--- src/rtl/sss_pkg.sv ---
// Shared types and codes for the sorted set store.
package sss_pkg;

  localparam int SSS_CAPACITY = 16;
  localparam int VAL_W        = 32;

  // input operation selector
  typedef enum logic [1:0] {
    FN_INSERT = 2'd0,
    FN_DELETE = 2'd1,
    FN_LIST   = 2'd2,
    FN_UNUSED = 2'd3
  } func_t;

  // result status codes
  typedef enum logic [2:0] {
    ST_DONE     = 3'd0,
    ST_DUP      = 3'd1,
    ST_FULL     = 3'd2,
    ST_NOTFOUND = 3'd3,
    ST_LIST     = 3'd4
  } status_t;

  // per-cycle command broadcast to every cell
  typedef enum logic [1:0] {
    CELL_HOLD   = 2'd0,
    CELL_INSERT = 2'd1,
    CELL_DELETE = 2'd2,
    CELL_ROTATE = 2'd3
  } cell_op_t;

  typedef struct packed {
    cell_op_t          op;
    logic signed [31:0] value;
  } cell_cmd_t;

  typedef enum logic {
    S_IDLE = 1'b0,
    S_LIST = 1'b1
  } state_t;

endpackage

--- src/rtl/sorted_set_store_core.sv ---
// Top level of the sorted set store: cell chain, control and result register.
//
// Holds up to CAPACITY distinct signed 32-bit values in ascending order in a
// chain of cells. Input transfers on in_*: func selects insert, delete or
// listing, value is the operand. Each insert or delete gives one result
// transfer on out_* with a status; a listing gives every stored value in
// ascending order as a run closed by out_tlast, or one empty marker.
// Func 3 is accepted and gives nothing.
// Insert and delete finish in the cycle of their transfer: every cell
// compares against the operand at once and shifts from its neighbour, so
// one item per cycle while the result register drains. The result is
// registered and appears in the cycle after the input transfer.
// A listing of N values keeps the input closed: the state moves to listing,
// then each value goes from cell 0 into the result register as the chain
// rotates towards cell 0, whenever that register drains; no input is taken
// until the last value is loaded. An empty listing behaves like an insert.
// While a result waits with out_tready low, it holds and in_tready drops.
// After reset the store is empty; the cell contents need no clearing.
module sorted_set_store_core #(
  parameter int CAPACITY = sss_pkg::SSS_CAPACITY
) (
  input  logic        clk,
  input  logic        rst_n,
  input  logic        in_tvalid,
  output logic        in_tready,
  input  logic [39:0] in_tdata,   // [1:0] func, [33:2] value, rest zero
  output logic        out_tvalid,
  input  logic        out_tready,
  output logic [39:0] out_tdata,  // [31:0] entry, [32] has_entry, [35:33] status
  output logic        out_tlast
);

  localparam int OCC_W = $clog2(CAPACITY + 1);

  sss_pkg::state_t     state_r, state_nxt;
  logic [OCC_W-1:0]    occ_r, occ_nxt;
  logic [OCC_W-1:0]    cnt_r, cnt_nxt;

  logic                out_valid_r, out_valid_nxt;
  logic signed [31:0]  entry_r, entry_nxt;
  logic                has_r, has_nxt;
  sss_pkg::status_t    status_r, status_nxt;
  logic                last_r, last_nxt;

  sss_pkg::func_t      in_func;
  logic signed [31:0]  in_value;
  logic                in_fire;
  logic                slot_free;
  logic                found;
  logic                full;
  logic                list_last;

  sss_pkg::cell_cmd_t  cmd;
  logic signed [31:0]  cell_val [CAPACITY];
  logic                cell_lt  [CAPACITY];
  logic [CAPACITY-1:0] cell_eq;

  assign in_func   = sss_pkg::func_t'(in_tdata[1:0]);
  assign in_value  = in_tdata[33:2];
  assign slot_free = !out_valid_r || out_tready;
  assign in_tready = (state_r == sss_pkg::S_IDLE) && slot_free;
  assign in_fire   = in_tvalid && in_tready;
  assign found     = |cell_eq;
  assign full      = occ_r == OCC_W'(CAPACITY);
  assign list_last = cnt_r == OCC_W'(occ_r - 1'b1);

  // cell chain
  for (genvar i = 0; i < CAPACITY; i++) begin : g_cell
    logic signed [31:0] lv;
    logic               llt;
    logic signed [31:0] rv;
    if (i == 0) begin : g_head
      assign lv  = cell_val[0];
      assign llt = 1'b1;
    end else begin : g_mid
      assign lv  = cell_val[i-1];
      assign llt = cell_lt[i-1];
    end
    if (i == CAPACITY - 1) begin : g_tail
      assign rv = cell_val[i];
    end else begin : g_body
      assign rv = cell_val[i+1];
    end
    sss_cell #(
      .IDX   (i),
      .OCC_W (OCC_W)
    ) u_cell (
      .clk       (clk),
      .cmd       (cmd),
      .occ       (occ_r),
      .left_val  (lv),
      .left_lt   (llt),
      .right_val (rv),
      .head_val  (cell_val[0]),
      .val       (cell_val[i]),
      .lt        (cell_lt[i]),
      .eq        (cell_eq[i])
    );
  end

  // next state
  always_comb begin
    state_nxt = state_r;
    case (state_r)
      sss_pkg::S_IDLE: begin
        if (in_fire && in_func == sss_pkg::FN_LIST && occ_r != '0) state_nxt = sss_pkg::S_LIST;
      end
      sss_pkg::S_LIST: begin
        if (slot_free && list_last) state_nxt = sss_pkg::S_IDLE;
      end
      default: state_nxt = sss_pkg::S_IDLE;
    endcase
  end

  // outputs, chain command, counters
  always_comb begin
    cmd.op        = sss_pkg::CELL_HOLD;
    cmd.value     = in_value;
    occ_nxt       = occ_r;
    cnt_nxt       = cnt_r;
    out_valid_nxt = out_valid_r && !out_tready;
    entry_nxt     = entry_r;
    has_nxt       = has_r;
    status_nxt    = status_r;
    last_nxt      = last_r;
    case (state_r)
      sss_pkg::S_IDLE: begin
        if (in_fire) begin
          entry_nxt = '0;
          has_nxt   = 1'b0;
          last_nxt  = 1'b1;
          cnt_nxt   = '0;
          case (in_func)
            sss_pkg::FN_INSERT: begin
              out_valid_nxt = 1'b1;
              if (found) begin
                status_nxt = sss_pkg::ST_DUP;
              end else if (full) begin
                status_nxt = sss_pkg::ST_FULL;
              end else begin
                status_nxt = sss_pkg::ST_DONE;
                cmd.op     = sss_pkg::CELL_INSERT;
                occ_nxt    = occ_r + 1'b1;
              end
            end
            sss_pkg::FN_DELETE: begin
              out_valid_nxt = 1'b1;
              if (found) begin
                status_nxt = sss_pkg::ST_DONE;
                cmd.op     = sss_pkg::CELL_DELETE;
                occ_nxt    = occ_r - 1'b1;
              end else begin
                status_nxt = sss_pkg::ST_NOTFOUND;
              end
            end
            sss_pkg::FN_LIST: begin
              // empty store gives the single marker; otherwise the run follows
              status_nxt    = sss_pkg::ST_LIST;
              out_valid_nxt = occ_r == '0;
            end
            default: ;
          endcase
        end
      end
      sss_pkg::S_LIST: begin
        if (slot_free) begin
          cmd.op        = sss_pkg::CELL_ROTATE;
          out_valid_nxt = 1'b1;
          entry_nxt     = cell_val[0];
          has_nxt       = 1'b1;
          status_nxt    = sss_pkg::ST_LIST;
          last_nxt      = list_last;
          cnt_nxt       = cnt_r + 1'b1;
        end
      end
      default: ;
    endcase
  end

  always_ff @(posedge clk) begin
    if (!rst_n) begin
      state_r     <= sss_pkg::S_IDLE;
      occ_r       <= '0;
      cnt_r       <= '0;
      out_valid_r <= 1'b0;
    end else begin
      state_r     <= state_nxt;
      occ_r       <= occ_nxt;
      cnt_r       <= cnt_nxt;
      out_valid_r <= out_valid_nxt;
    end
  end

  always_ff @(posedge clk) begin
    entry_r  <= entry_nxt;
    has_r    <= has_nxt;
    status_r <= status_nxt;
    last_r   <= last_nxt;
  end

  assign out_tvalid = out_valid_r;
  assign out_tdata  = {4'b0, status_r, has_r, entry_r};
  assign out_tlast  = last_r;

endmodule

--- src/rtl/sss_cell.sv ---
// One storage cell of the sorted chain: holds a value, compares, shifts.
module sss_cell #(
  parameter int IDX   = 0,
  parameter int OCC_W = 5
) (
  input  logic                     clk,
  input  sss_pkg::cell_cmd_t       cmd,
  input  logic [OCC_W-1:0]         occ,
  input  logic signed [31:0]       left_val,   // value of cell IDX-1
  input  logic                     left_lt,    // cell IDX-1 holds a smaller value
  input  logic signed [31:0]       right_val,  // value of cell IDX+1
  input  logic signed [31:0]       head_val,   // value of cell 0
  output logic signed [31:0]       val,
  output logic                     lt,
  output logic                     eq
);

  logic signed [31:0] val_r;
  logic signed [31:0] val_nxt;
  logic               occupied;
  logic               is_end;

  assign occupied = OCC_W'(IDX) < occ;
  assign is_end   = OCC_W'(IDX + 1) == occ;
  assign lt       = occupied && (val_r < cmd.value);
  assign eq       = occupied && (val_r == cmd.value);
  assign val      = val_r;

  always_comb begin
    val_nxt = val_r;
    case (cmd.op)
      sss_pkg::CELL_INSERT: begin
        // cells at or above the insert point move up one place
        if (!lt) val_nxt = left_lt ? cmd.value : left_val;
      end
      sss_pkg::CELL_DELETE: begin
        if (!lt) val_nxt = right_val;
      end
      sss_pkg::CELL_ROTATE: begin
        // circular shift down over the occupied slots
        val_nxt = is_end ? head_val : right_val;
      end
      default: val_nxt = val_r;
    endcase
  end

  always_ff @(posedge clk) begin
    val_r <= val_nxt;
  end

endmodule

--- config.mk ---
export PLATFORM = sky130hd
export DESIGN_NAME = sorted_set_store_core
export DESIGN_NICKNAME = d
export VERILOG_FILES = /design/src/rtl/sss_pkg.sv /design/src/rtl/sorted_set_store_core.sv /design/src/rtl/sss_cell.sv
export SDC_FILE = /design/constraint.sdc
export NUM_CORES = 2
export LEC_CHECK = 0
export ABC_CLOCK_PERIOD_IN_PS = 9950
export CELL_PAD_IN_SITES_DETAIL_PLACEMENT = 0
export CELL_PAD_IN_SITES_GLOBAL_PLACEMENT = 1
export CORE_MARGIN = 2
export CORE_UTILIZATION = 26
export CTS_CLUSTER_SIZE = 16
export DETAILED_ROUTE_END_ITERATION = 8
export DONT_BUFFER_PORTS = 1
export GPL_TIMING_DRIVEN = 0
export PLACE_DENSITY = 0.47
export SYNTH_ARGS = -nofsm -noshare
export SYNTH_HDL_FRONTEND = slang
export SYNTH_SLANG_ARGS = --single-unit
--- constraint.sdc ---
create_clock -name clk -period 9.95 [get_ports clk]
set_input_delay 2.4875 -clock clk [delete_from_list [all_inputs] [get_ports clk]]
set_output_delay 2.4875 -clock clk [all_outputs]
set_load 0.01 [all_outputs]
==> impl_metrics.csv <==
group,metric,value,unit
detailed_routing,wl_per_cell,31.7,um
pwr,pwr-share-comb,15.5,%
synth,synth_top_area_share,38.6,%
setup_path,end_kind,"flop",
clock_tree,cts_buffer_depth,3,
place,hpwl,171,mm
setup_path,crit_fanout,17,
synth,synth_cell_types,81,
synth,ys_seq_elements,561,
setup_path,slowest_stage,"clkbuf_1",
pwr,power_switching_share,30.2,%
sta,setup_viol,0,
detailed_routing,drt-total-wl,208,mm
layout,design_area,48500,um^2
clock_tree,cts.htree.levels,3,
layout,final_common_cell,"edfxtp_1",
clock_tree,cts-resized-gates,0,
detailed_routing,via_per_inst,5.49,
synth,yosys.area.top_type,"edfxtp_1",
detailed_routing,first_iter_violations,3477,
sta,timing.hold.ws,562,ps
global_routing,grt_pass1_vias,35790,
global_routing,grt_usage,24.3,%
floorplan,dieArea,167000,um^2
detailed_routing,drc,0,
synth,ys_seq_area_share,39.2,%
clock_tree,clk_latency,700,ps
setup_path,startpoint_type,"primary input",
clock_tree,hold_buffers,0,
clock_tree,cts_inserted_buffers,80,
setup_path,reg2reg_depth,10,
setup_path,endpoint,"g_cell[13].u_cell.val[4]",
place,gp_congestion,0.893,
floorplan,ios,87,
setup_path,startpoint,"in_tdata[33]",
synth,syn_area,42700,um^2
pwr,p_leak,19.7,nW
clock_tree,root_buffer,"clkbuf_16",
pwr,pwr-share-seq,41.6,%
setup_path,cpPeakStageDelay,1060,ps
setup_path,cp.required,10300,ps
hold_path,worstHoldPathType,"reg -> reg",
run,drv_cap,2,
sta,fin_worst_skew,32.2,ps
synth,async_flop_share,0,%
layout,area_delta_synth_final,13.7,%
setup_path,path_common_cell,"clkbuf_1",
synth,ys.flop_type,"edfxtp_1",
synth,yosys_warnings,0,
global_routing,grt_antenna_before_repair,7,
pwr,p_sw,2.07,mW
place,dpl_cell_area,46000,um^2
synth,synth_edf_count,549,
detailed_routing,drtAntennaViolNets,0,
detailed_routing,drt_pass1_iterations,6,
pwr,p_per_area,142,nW/um^2
sta,layout_min_cycle_time,9210,ps
sta,hold_viol_final,0,
setup_path,critPathArrivalTime,9560,ps
synth,synthTopCellsByArea,"edfxtp_1, ha_1, mux2i_1, a22oi_1, o221ai_1",
floorplan,initial_core_util,26.2,%
sta,tightest_slew,1550,ps
floorplan,rows,148,
sta,period_share,92.5,%
global_routing,grt_pass1_wl,289,mm
global_routing,overflow,0,
setup_path,path_class,"in -> reg",
place,place_inst,6411,
synth,synth_cells,4213,
setup_path,r2r-start,"g_cell[14].u_cell.val[31]",
pwr,p_int,4.79,mW
floorplan,core_area,163000,um^2
sta,max_freq,109,MHz
pwr,vdd_drop_max,0.120,mV
clock_tree,cts_setup_buffers,0,
layout,layout.nets,4884,
run_status,status,"complete, but fails checks",
clock_tree,clock_sinks,561,
layout,mostFrequentLayoutCells,"edfxtp_1, ha_1, mux2i_1",
synth,syn_area_per_cell,10.1,um^2
floorplan,die_y,409,um
detailed_routing,num_vias,36056,
pwr,clkPwrFrac,42.9,%
setup_path,path_cells,"clkbuf_1 -> inv_1 -> ha_1 -> nand4_1 -> nor4_1 -> nand3_1 -> o2111ai_1 -> o41ai_2 -> nand2_1 -> clkbuf_1 -> clkbuf_1 -> o21ai_0",
sta,slew_violations,14,
layout,final_cell_count_no_fill,6562,
run_status,violations,"max-capacitance violations, max-slew violations",
layout,drive_above_1_share,6.42,%
sta,rsz0062_at_grt,"no",
clock_tree,cts_tree,"built",
setup_path,r2r_end,"g_cell[13].u_cell.val[4]",
setup_path,r2r_slack,3610,ps
sta,max_slew_margin,-4.32,%
floorplan,die_x,409,um
place,io_buffers,0,
global_routing,grt_max_degree,35,
clock_tree,clk_pin_slew,50,ps
metrics by stage:
stage	TNS (ps)	util [%]	power (mW)	setup slack, ps
after detailed placement	0	28.2	3.96	250
after CTS	0	29.7	6.92	958
after global placement	-864160	27.9	3.93	-3940
final	0	29.8	6.87	744
after floorplan	0	-	3.51	1890
after global routing	0	29.7	7.11	919
cells by family (layout without fill, tap and decap cells):
| kind of cell | Yosys count | count (layout) | synth area share (%) |
|---|---|---|---|
| buf+inv | 591 | 754 | 5.63 |
| mux | 434 | 434 | 10.2 |
| xor+xnor | 9 | 9 | 0.185 |
| simple gates | 882 | 882 | 10.3 |
| compound gates | 1213 | 1213 | 19.2 |
| fa+ha+maj | 522 | 522 | 15.3 |
| other cells | 1 | 12 | 0.00879 |
| flops | 561 | 561 | 39.2 |
worst max-delay path, delay by kind of cell:
family	cells	cell delay (ps)
adder cells (fa/ha/maj)	1	630
AND/OR/NAND/NOR	4	2200
buffers and inverters	4	3040
AO/OA/AOI/OAI	3	1130
per-layer routing:
layer / global-route usage [%] / vias up / wire, um
li1: - / 16587 / -
met1: 34.5 / 18115 / 97700
met2: 38.6 / 1160 / 93700
met3: 3.21 / 194 / 11400
met4: 6.14 / 0 / 5400
met5: 0 / - / 0
cell type report:
class	instances	area, um^2
fillers	17253	114000
multi-input cells	3064	23700
flip-flops and latches	561	16700
well taps	2175	2720
clock buffers	111	2260
plain buffers	335	1450
inverters	256	961
repair buffers	20	373
clock inverters	32	256
diodes	8	20.0
cell usage after synthesis (30+ instances only):
cell type,number
edfxtp_1,549
ha_1,522
mux2i_1,428
nand2_1,367
o21ai_0,312
inv_1,256
a22oi_1,226
clkbuf_1,210
a21oi_1,207
o221ai_1,192
nand4_1,150
buf_2,86
nor2_1,80
a21o_1,76
and2_1,69
nand3_1,69
o211ai_1,56
a221o_1,36
nor2b_1,30
power by group through the flow:
stage	combinational, mW	sequential (mW)	clock (mW)
final	1.07	2.86	2.94
after global routing	1.17	2.87	3.07
after CTS	1.06	2.86	3.00
after detailed placement	1.05	2.91	0
after global placement	1.01	2.92	0
after floorplan	0.647	2.86	0
flip-flops by register name, indices dropped and copies added (netlist names):
register           count
g_cell.u_cell.val    512
entry_r               32
cnt_r                  5
occ_r                  5
status_r               3
has_r                  1
out_tlast              1
out_tvalid             1
state_r                1
how the worst min path moves through the flow:
stage             from  endpoint  depth (start not counted)
2_1_floorplan  state_r     has_r                          0
3_3_place_gp   state_r     has_r                          0
3_5_place_dp   state_r     has_r                          0
4_1_cts        state_r     has_r                          0
5_1_grt        state_r     has_r                          0
6_report       state_r     has_r                          0
No activity file was read; power rests on OpenSTA's default activity.
